==> src/hw/rtl/tlas_pkg.sv <==
package tlas_pkg;

   localparam int unsigned ATAN_ENTRIES = 30;
   localparam logic signed [33:0] CORDIC_GAIN = 34'sd652032874;
   localparam logic [29:0] RAD_TO_ANGLE = 30'd683565276;

   // register indexes
   localparam logic [2:0] REG_INIT_ONE   = 3'd0;
   localparam logic [2:0] REG_INIT_TWO   = 3'd1;
   localparam logic [2:0] REG_RABI_FREQ  = 3'd2;
   localparam logic [2:0] REG_DECAY_RATE = 3'd3;
   localparam logic [2:0] REG_TIME_STEP  = 3'd4;
   localparam logic [2:0] REG_DETUNING   = 3'd5;
   localparam logic [2:0] REG_LEVEL_FREQ = 3'd6;

   localparam logic [31:0] RESET_INIT_ONE  = 32'd268435456;
   localparam logic [31:0] RESET_INIT_TWO  = 32'd0;
   localparam logic [31:0] RESET_RABI_FREQ = 32'd65536;
   localparam logic [31:0] RESET_DECAY     = 32'd0;
   localparam logic [31:0] RESET_TIME_STEP = 32'd66;
   localparam logic [31:0] RESET_DETUNING  = 32'd0;
   localparam logic [31:0] RESET_LEVEL     = 32'd0;

   // product schedule
   localparam logic [4:0] OP_FIRST      = 5'd0;
   localparam logic [4:0] OP_LAST_TERM  = 5'd23;
   localparam logic [4:0] OP_FIRST_POP  = 5'd24;
   localparam logic [4:0] OP_LAST       = 5'd27;

   // accumulator slots holding the squared magnitudes
   localparam logic [2:0] ACC_POP_ONE = 3'd4;
   localparam logic [2:0] ACC_POP_TWO = 3'd5;

   typedef enum logic [3:0] {
      ST_IDLE, ST_LOAD, ST_PH_MUL, ST_PH_LO, ST_PH_HI, ST_COR_INIT, ST_COR_STEP,
      ST_COR_DONE, ST_M_OPND, ST_M_LO, ST_M_HI, ST_M_SUM, ST_M_ACC, ST_COMMIT,
      ST_POP, ST_DONE
   } state_type;

   typedef enum logic [2:0] {
      B_COS, B_SIN, B_RABI, B_DECAY, B_STEP, B_LEVEL, B_AMP
   } bsel_type;

   typedef enum logic [1:0] {
      SH_0, SH_16, SH_17, SH_30
   } shift_type;

   typedef struct packed {
      logic       a_acc;
      logic [2:0] a_idx;
      bsel_type   b_sel;
      shift_type  shift;
      logic       sub;
      logic [2:0] dest;
      logic       clear;
      logic       base;
   } op_type;

   typedef struct packed {
      logic       start;
      logic       load;
      logic       ph_mul;
      logic       ph_lo;
      logic       ph_hi;
      logic       cor_init;
      logic       cor_step;
      logic       cor_done;
      logic       m_opnd;
      logic       m_lo;
      logic       m_hi;
      logic       m_sum;
      logic       m_acc;
      logic       commit;
      logic       pop;
      logic       load_out;
      logic [4:0] op;
   } cmd_type;

   typedef struct packed {
      logic cor_last;
   } status_type;

   function automatic logic [31:0] atan_angle(input logic [4:0] idx);
      case (idx)
         5'd0:  atan_angle = 32'h20000000;
         5'd1:  atan_angle = 32'h12E4051E;
         5'd2:  atan_angle = 32'h09FB385B;
         5'd3:  atan_angle = 32'h051111D4;
         5'd4:  atan_angle = 32'h028B0D43;
         5'd5:  atan_angle = 32'h0145D7E1;
         5'd6:  atan_angle = 32'h00A2F61E;
         5'd7:  atan_angle = 32'h00517C55;
         5'd8:  atan_angle = 32'h0028BE53;
         5'd9:  atan_angle = 32'h00145F2F;
         5'd10: atan_angle = 32'h000A2F98;
         5'd11: atan_angle = 32'h000517CC;
         5'd12: atan_angle = 32'h00028BE6;
         5'd13: atan_angle = 32'h000145F3;
         5'd14: atan_angle = 32'h0000A2FA;
         5'd15: atan_angle = 32'h0000517D;
         5'd16: atan_angle = 32'h000028BE;
         5'd17: atan_angle = 32'h0000145F;
         5'd18: atan_angle = 32'h00000A30;
         5'd19: atan_angle = 32'h00000518;
         5'd20: atan_angle = 32'h0000028C;
         5'd21: atan_angle = 32'h00000146;
         5'd22: atan_angle = 32'h000000A3;
         5'd23: atan_angle = 32'h00000051;
         5'd24: atan_angle = 32'h00000029;
         5'd25: atan_angle = 32'h00000014;
         5'd26: atan_angle = 32'h0000000A;
         5'd27: atan_angle = 32'h00000005;
         5'd28: atan_angle = 32'h00000003;
         5'd29: atan_angle = 32'h00000001;
         default: atan_angle = 32'h00000000;
      endcase
   endfunction

   // a source (amplitude or accumulator), b source, shift, subtract, destination,
   // clear destination first, seed destination with an amplitude
   function automatic op_type op_entry(input logic [4:0] op);
      case (op)
         5'd0:  op_entry = '{1'b0, 3'd2, B_COS,   SH_30, 1'b0, 3'd0, 1'b1, 1'b0};
         5'd1:  op_entry = '{1'b0, 3'd3, B_SIN,   SH_30, 1'b1, 3'd0, 1'b0, 1'b0};
         5'd2:  op_entry = '{1'b0, 3'd2, B_SIN,   SH_30, 1'b0, 3'd1, 1'b1, 1'b0};
         5'd3:  op_entry = '{1'b0, 3'd3, B_COS,   SH_30, 1'b0, 3'd1, 1'b0, 1'b0};
         5'd4:  op_entry = '{1'b0, 3'd0, B_COS,   SH_30, 1'b0, 3'd2, 1'b1, 1'b0};
         5'd5:  op_entry = '{1'b0, 3'd1, B_SIN,   SH_30, 1'b0, 3'd2, 1'b0, 1'b0};
         5'd6:  op_entry = '{1'b0, 3'd1, B_COS,   SH_30, 1'b0, 3'd3, 1'b1, 1'b0};
         5'd7:  op_entry = '{1'b0, 3'd0, B_SIN,   SH_30, 1'b1, 3'd3, 1'b0, 1'b0};
         5'd8:  op_entry = '{1'b1, 3'd1, B_RABI,  SH_16, 1'b1, 3'd4, 1'b1, 1'b0};
         5'd9:  op_entry = '{1'b0, 3'd1, B_LEVEL, SH_16, 1'b0, 3'd4, 1'b0, 1'b0};
         5'd10: op_entry = '{1'b0, 3'd0, B_DECAY, SH_17, 1'b1, 3'd4, 1'b0, 1'b0};
         5'd11: op_entry = '{1'b1, 3'd0, B_RABI,  SH_16, 1'b0, 3'd5, 1'b1, 1'b0};
         5'd12: op_entry = '{1'b0, 3'd0, B_LEVEL, SH_16, 1'b1, 3'd5, 1'b0, 1'b0};
         5'd13: op_entry = '{1'b0, 3'd1, B_DECAY, SH_17, 1'b1, 3'd5, 1'b0, 1'b0};
         5'd14: op_entry = '{1'b1, 3'd3, B_RABI,  SH_16, 1'b1, 3'd6, 1'b1, 1'b0};
         5'd15: op_entry = '{1'b0, 3'd3, B_LEVEL, SH_16, 1'b0, 3'd6, 1'b0, 1'b0};
         5'd16: op_entry = '{1'b0, 3'd2, B_DECAY, SH_17, 1'b1, 3'd6, 1'b0, 1'b0};
         5'd17: op_entry = '{1'b1, 3'd2, B_RABI,  SH_16, 1'b0, 3'd7, 1'b1, 1'b0};
         5'd18: op_entry = '{1'b0, 3'd2, B_LEVEL, SH_16, 1'b1, 3'd7, 1'b0, 1'b0};
         5'd19: op_entry = '{1'b0, 3'd3, B_DECAY, SH_17, 1'b1, 3'd7, 1'b0, 1'b0};
         5'd20: op_entry = '{1'b1, 3'd4, B_STEP,  SH_16, 1'b0, 3'd0, 1'b1, 1'b1};
         5'd21: op_entry = '{1'b1, 3'd5, B_STEP,  SH_16, 1'b0, 3'd1, 1'b1, 1'b1};
         5'd22: op_entry = '{1'b1, 3'd6, B_STEP,  SH_16, 1'b0, 3'd2, 1'b1, 1'b1};
         5'd23: op_entry = '{1'b1, 3'd7, B_STEP,  SH_16, 1'b0, 3'd3, 1'b1, 1'b1};
         5'd24: op_entry = '{1'b0, 3'd0, B_AMP,   SH_0,  1'b0, 3'd4, 1'b1, 1'b0};
         5'd25: op_entry = '{1'b0, 3'd1, B_AMP,   SH_0,  1'b0, 3'd4, 1'b0, 1'b0};
         5'd26: op_entry = '{1'b0, 3'd2, B_AMP,   SH_0,  1'b0, 3'd5, 1'b1, 1'b0};
         5'd27: op_entry = '{1'b0, 3'd3, B_AMP,   SH_0,  1'b0, 3'd5, 1'b0, 1'b0};
         default: op_entry = '{1'b0, 3'd0, B_COS, SH_0, 1'b0, 3'd0, 1'b0, 1'b0};
      endcase
   endfunction

endpackage

==> src/hw/rtl/tlas_controller.sv <==
module tlas_controller (
   input  logic                 clock,
   input  logic                 reset,
   input  logic                 req_valid,
   input  logic                 req_restart,
   output logic                 req_ready,
   output logic                 rsp_valid,
   input  logic                 rsp_ready,
   output tlas_pkg::cmd_type    cmd,
   input  tlas_pkg::status_type status
);
   import tlas_pkg::*;

   state_type  state_ff, state_in;
   logic [4:0] op_ff, op_in;
   logic       rsp_valid_ff, rsp_valid_in;
   logic       out_free;

   assign out_free  = !rsp_valid_ff || rsp_ready;
   assign req_ready = (state_ff == ST_IDLE);
   assign rsp_valid = rsp_valid_ff;

   always_comb begin
      state_in = state_ff;
      op_in    = op_ff;
      case (state_ff)
         ST_IDLE: begin
            if (req_valid) begin
               state_in = req_restart ? ST_LOAD : ST_PH_MUL;
            end
         end
         ST_LOAD: begin
            op_in    = OP_FIRST_POP;
            state_in = ST_M_OPND;
         end
         ST_PH_MUL:   state_in = ST_PH_LO;
         ST_PH_LO:    state_in = ST_PH_HI;
         ST_PH_HI:    state_in = ST_COR_INIT;
         ST_COR_INIT: state_in = ST_COR_STEP;
         ST_COR_STEP: begin
            if (status.cor_last) begin
               state_in = ST_COR_DONE;
            end
         end
         ST_COR_DONE: begin
            op_in    = OP_FIRST;
            state_in = ST_M_OPND;
         end
         ST_M_OPND: state_in = ST_M_LO;
         ST_M_LO:   state_in = ST_M_HI;
         ST_M_HI:   state_in = ST_M_SUM;
         ST_M_SUM:  state_in = ST_M_ACC;
         ST_M_ACC: begin
            if (op_ff == OP_LAST_TERM) begin
               state_in = ST_COMMIT;
            end else if (op_ff == OP_LAST) begin
               state_in = ST_POP;
            end else begin
               op_in    = op_ff + 5'd1;
               state_in = ST_M_OPND;
            end
         end
         ST_COMMIT: begin
            op_in    = OP_FIRST_POP;
            state_in = ST_M_OPND;
         end
         ST_POP: state_in = ST_DONE;
         ST_DONE: begin
            if (out_free) begin
               state_in = ST_IDLE;
            end
         end
         default: state_in = ST_IDLE;
      endcase
   end

   always_comb begin
      cmd          = '0;
      cmd.op       = op_ff;
      rsp_valid_in = rsp_valid_ff && !rsp_ready;
      case (state_ff)
         ST_IDLE:     cmd.start    = req_valid;
         ST_LOAD:     cmd.load     = 1'b1;
         ST_PH_MUL:   cmd.ph_mul   = 1'b1;
         ST_PH_LO:    cmd.ph_lo    = 1'b1;
         ST_PH_HI:    cmd.ph_hi    = 1'b1;
         ST_COR_INIT: cmd.cor_init = 1'b1;
         ST_COR_STEP: cmd.cor_step = 1'b1;
         ST_COR_DONE: cmd.cor_done = 1'b1;
         ST_M_OPND:   cmd.m_opnd   = 1'b1;
         ST_M_LO:     cmd.m_lo     = 1'b1;
         ST_M_HI:     cmd.m_hi     = 1'b1;
         ST_M_SUM:    cmd.m_sum    = 1'b1;
         ST_M_ACC:    cmd.m_acc    = 1'b1;
         ST_COMMIT:   cmd.commit   = 1'b1;
         ST_POP:      cmd.pop      = 1'b1;
         ST_DONE: begin
            if (out_free) begin
               cmd.load_out = 1'b1;
               rsp_valid_in = 1'b1;
            end
         end
         default: cmd = '0;
      endcase
   end

   always_ff @(posedge clock) begin
      if (reset) begin
         state_ff     <= ST_IDLE;
         op_ff        <= OP_FIRST;
         rsp_valid_ff <= 1'b0;
      end else begin
         state_ff     <= state_in;
         op_ff        <= op_in;
         rsp_valid_ff <= rsp_valid_in;
      end
   end

endmodule

==> config.mk <==
export PLATFORM = sky130hd
export DESIGN_NAME = tlas_controller
export DESIGN_NICKNAME = d
export VERILOG_FILES = /design/src/hw/rtl/tlas_pkg.sv /design/src/hw/rtl/tlas_controller.sv
export SDC_FILE = /design/constraint.sdc
export NUM_CORES = 1
export LEC_CHECK = 0
export ABC_AREA = 1
export BUFFER_PORTS_ARGS = -buffer_cell sky130_fd_sc_hd__buf_2
export CAP_MARGIN = 30
export CELL_PAD_IN_SITES_DETAIL_PLACEMENT = 1
export CELL_PAD_IN_SITES_GLOBAL_PLACEMENT = 1
export CORE_UTILIZATION = 33
export DETAILED_ROUTE_END_ITERATION = 8
export PLACE_DENSITY = 0.8
export SETUP_SLACK_MARGIN = 0.1
export SLEW_MARGIN = 20
export SYNTH_ARGS = -nofsm -noshare
export SYNTH_HDL_FRONTEND = slang
export SYNTH_SLANG_ARGS = --single-unit
export TNS_END_PERCENT = 100
==> constraint.sdc <==
create_clock -name clock -period 2 [get_ports clock]
set_input_delay 0.1 -clock clock [delete_from_list [all_inputs] [get_ports clock]]
set_output_delay 0.1 -clock clock [all_outputs]
set_load 0.005 [all_outputs]
## Word level (Yosys, flattened, before mapping)

Cells that the tools add are included.

- Bits in registers: 10
- Bits in latches: 0
- Bits in writable memories: 0
- Memory bits (read-only): 0
- Output and inout bits: 23
- Word-level logic and storage cells: 65
- Memories kept: 0

- $add $sub $neg: 1
- $mul: 0
- Div/mod/pow operators: 0
- Magnitude comparators: 0
- Eq/ne operators: 22
- Shift operators: 0
- Multiplexer cells: 29
- Bitwise gates (word level): 0
- Reductions and logical operators: 10

Operator list:

| kind | number |
|---|---|
| case mux 4 bit (14 select lines) | 1 |
| equality test 4 bit, second input constant | 8 |
| two-way mux 1 bit | 19 |
| equality test 4 x 3 -> 1 bit, second input constant | 4 |
| case mux 5 bit (3 select lines) | 1 |
| two-way mux 4 bit | 3 |
| equality test 5 bit, second input constant | 2 |
| two-way mux 5 bit | 2 |
| != test 2 bit, second input constant | 5 |
| equality test 4 x 2 -> 1 bit, second input constant | 2 |
| two-way mux 3 bit | 2 |
| AND reduction 3 bit | 2 |
| adder 5 x 1 -> 5 bit, second input constant | 1 |
| equality test 4 x 1 -> 1 bit, second input constant | 1 |
| logical NOT 4 bit | 1 |
| nonzero test 3 bit | 1 |
| OR reduction 3 bit | 1 |
| logical NOT 1 bit | 2 |
| two-way mux 2 bit | 1 |
| OR reduction 2 bit | 1 |
| logical AND 1 bit | 1 |
| logical OR 1 bit | 1 |

## Longest topological paths before layout

- Word-level depth: 4
- Mapped depth: 10

## Worst setup path after synthesis

Ideal clock, no wire load.

- Kind: register to register
- Start point: reg op_ff[1]
- End point: reg op_ff[4]
- Arrival time: 1275 ps
- Data required time: 1886 ps
- Setup slack: 611 ps
- Stages on the path, launching flop included: 11
- Buffers on the path: 0
- Period minus slack after synthesis: 1389 ps
- Cells stage by stage: dfxtp_1 -> ha_1 -> nand2_1 -> nor2_1 -> inv_1 -> nand2_1 -> nand2_1 -> nand2_4 -> nand2_1 -> nand2_1 -> nor2_2

- Longest elaborated chain between the ends: 4
- Elaborated cells between the ends (all ways): 9
- Classes of those cells: 1 x add/sub; 4 x eq/ne; 3 x mux; 1 x reduce/logical

Ends and longest elaborated chain:

| element | line | RTL |
|---|---|---|
| from (decl) | tlas_controller.sv:15 | `logic [4:0] op_ff, op_in;` |
| from (signal assigned) | tlas_controller.sv:114 | `op_ff <= op_in;` |
| adder 5 x 1 -> 5 bit | tlas_controller.sv:59 | `op_in = op_ff + 5'd1;` |
| two-way mux 5 bit | tlas_controller.sv:56 | `end else if (op_ff == OP_LAST) begin` |
| two-way mux 5 bit | tlas_controller.sv:54 | `if (op_ff == OP_LAST_TERM) begin` |
| case mux 5 bit (3 select lines) | tlas_controller.sv:26 | `case (state_ff)` |

Parallel ways exist; a longest one is shown, timed or not. The select of a mux whose other input is x is not followed.
A chain may end at the register's enable or synchronous reset.

## Worst setup path after layout

Same ends and word-level chain as after synthesis.

==> reports/metrics.yaml <==
ctsHtreeMaxLevel: 1
timing.final.max_slew_violations: 0
layout-drive-gt1-share_pct: 28.2
drt-vias-per-instance: 4.71
status: "finished, final reports clean"
syn_nets: 149
cts_num_sinks: 10
netlist_instances: 142
floorplan.initialDensity_pct: 35.6
wire_per_inst_um: 11.8
area.growth.synth_to_final_pct: 26.6
critPathLaunch: "op_ff[1]"
ys.warnings.count: 0
power_per_cell_area_mw_per_mm2: 1070
timing.critical_path.from_type: "register"
number_of_maximum_capacitance_violations: 0
synth.ff_latch_count: 10
die_w_um: 51.1
critPathArrivalTime_ns: 1.78
synth-seq-area-share_pct: 25.2
r2r.worst_path.cells: 10
detailedPlacementHpwl_um: 2000
worst-r2r-setup-slack_ns: 0.39
port_buffers: 28
number_of_nets_in_the_finished_design: 182
final_common_cell: "sky130_fd_sc_hd__nor2_1"
cts_resized: 0
post-cts-setup-buffers: 0
min-delay-path-class: "input port to register"
finClkSkew_ns: 0.00973
unrepaired_setup_endpoints_after_global_routing: "no"
grt_start_max_net_pins: 10
number_of_buffers_added_to_fix_hold_violations_after_cts: 0
cp-end-kind: "register"
synth_cell_types: 17
maximum_clock_frequency_mhz: 622
worst_setup_hold_path_clk_slew_ns: 0.08
drt_first_pass_iters: 4
drt_first_iter_violations: 15
cts-root-buf: "sky130_fd_sc_hd__clkbuf_4"
worst_slew_margin_rel_pct: 80.7
tritoncts: "done"
report.final.hold_viol_count: 0
vias_in_the_first_global_route: 939
post-route-drc-count: 0
tns_ns: 0
min_delay_path_depth: 2
finalSetupViolations: 0
r2r_start: "op_ff[1]"
clock_path_buffers: 2
finalWorstSetupSlack_ns: 0.392
crit_type: "register to register"
io_pins: 29
postRouteWirelength_um: 2390
grt_remaining_overflow: 0
tritoncts.num_buffers: 3
worstSkewPairLatency_ns: 0.27
minimum_setup_slack_after_placement_ns: 0.430
most-common-layout-cells: "35 x sky130_fd_sc_hd__nor2_1, 30 x sky130_fd_sc_hd__nand2_1, 28 x sky130_fd_sc_hd__buf_2"
worst-path-max-fanout: 7
num_rows: 17
crit_required_ns: 2.17
period_minus_slack_ns: 1.61
critical_path.reg2reg.endpoint: "op_ff[4]"
grt_pass1_wl_um: 4060
detailroute.via_count: 952
power.ir.vdd_worst_mv: 0.531
die_y_um: 51.1
min_period_over_period_pct: 80.4
antenna_cells_inserted: 0
number_of_antenna_violations_at_the_first_check_in_global_routing: 0
drt.antenna.violating_nets: 0
floorplan.die_area_mm2: 0.00261
leakagePower_nw: 0.597
synth_area_um2: 795
area_of_the_core_mm2: 0.00223
end_of_the_critical_path: "op_ff[4]"
max_slew.worst_pin.slew_ns: 0.289
finalWeightedCongestion: 0.847
synth_area_per_cell_um2: 5.60
grt_use_total_pct: 20.6
[worst min-delay path by stage]
stage | start | to | slack (ns)
after detailed placement | reset | op_ff[1] | 0.38
after global routing | reset | op_ff[1] | 0.09
final | reset | op_ff[1] | 0.09
after floorplan | reset | op_ff[1] | 0.16
after CTS | reset | op_ff[1] | 0.09
after global placement | reset | op_ff[1] | 0.37
[cell families after synthesis]
family	count (synthesis)	share of synthesized area (%)
DFF	10	25.2
buffers and inverters	27	13.4
adders and majority gates	1	1.57
and+or+nand+nor	92	51.3
AOI/OAI and AO/OA	12	8.50
[power by group]
part | leakage [nW] | total [mW] | switching, mW | internal, mW
clock | 0.0210 | 0.186 | 0.0754 | 0.111
sequential | 0.0815 | 0.308 | 0.0631 | 0.245
combinational | 0.495 | 0.584 | 0.378 | 0.206
total | 0.597 | 1.08 | 0.516 | 0.561
[state kept, by name (all words and copies together), names as in the netlist]
name and flops:
state_ff 4, op_ff 5, rsp_valid 1
[layout make-up]
class	count	area (µm²)
well taps	28	35.0
multi-input cells	105	488
inverters	27	106
clock buffers	4	36.3
repair buffers	28	140
fillers	334	1230
flip-flops and latches	10	200
[layer usage]
metal  routed length, µm  global-route usage [%]
met5                   0                       0
met4                  16                    5.56
met3                  81                    2.68
met2                1180                    37.9
met1                1110                    24.6
[through the flow]
stage / power (mW) / instance area [µm²] / hold WS (ns) / std cells / utilization, %
after floorplan: 0.710 / 795 / 0.162 / 142 / -
after global placement: 0.880 / 970 / 0.366 / 198 / 43.4
after detailed placement: 0.901 / 970 / 0.378 / 198 / 43.4
after CTS: 1.08 / 1010 / 0.0911 / 202 / 45.0
after global routing: 1.19 / 1010 / 0.0880 / 202 / 45.0
final: 1.08 / 1010 / 0.0872 / 202 / 45.0
[worst max-delay path, cell delays in order (launching register included)]
cell and delay [ns]:
sky130_fd_sc_hd__dfxtp_1 0.39, sky130_fd_sc_hd__ha_1 0.23, sky130_fd_sc_hd__nand2_1 0.11, sky130_fd_sc_hd__nor2_1 0.16
sky130_fd_sc_hd__inv_1 0.07, sky130_fd_sc_hd__nand2_1 0.07, sky130_fd_sc_hd__nand2_1 0.15, sky130_fd_sc_hd__nand2_4 0.16
sky130_fd_sc_hd__nand2_1 0.06, sky130_fd_sc_hd__nand2_1 0.07, sky130_fd_sc_hd__nor2_2 0.03
[cell usage after synthesis]
cell type	instances	area [µm²]
sky130_fd_sc_hd__nand2_2	7	43.8
sky130_fd_sc_hd__nor2_2	3	18.8
sky130_fd_sc_hd__nor3_1	1	5.00
sky130_fd_sc_hd__nor2_1	35	131
sky130_fd_sc_hd__o21ai_0	5	25.0
sky130_fd_sc_hd__nand3_1	11	55.1
sky130_fd_sc_hd__inv_1	24	90.1
sky130_fd_sc_hd__nand2_1	30	113
sky130_fd_sc_hd__ha_1	1	12.5
sky130_fd_sc_hd__clkinv_4	1	8.76
sky130_fd_sc_hd__a21oi_2	2	17.5
sky130_fd_sc_hd__dfxtp_1	10	200
sky130_fd_sc_hd__a21oi_1	4	20.0
sky130_fd_sc_hd__o21ai_1	1	5.00
sky130_fd_sc_hd__inv_2	2	7.51
sky130_fd_sc_hd__nand4_1	3	18.8
sky130_fd_sc_hd__nand2_4	2	22.5
Note: power is estimated with default switching activity, not from simulation.
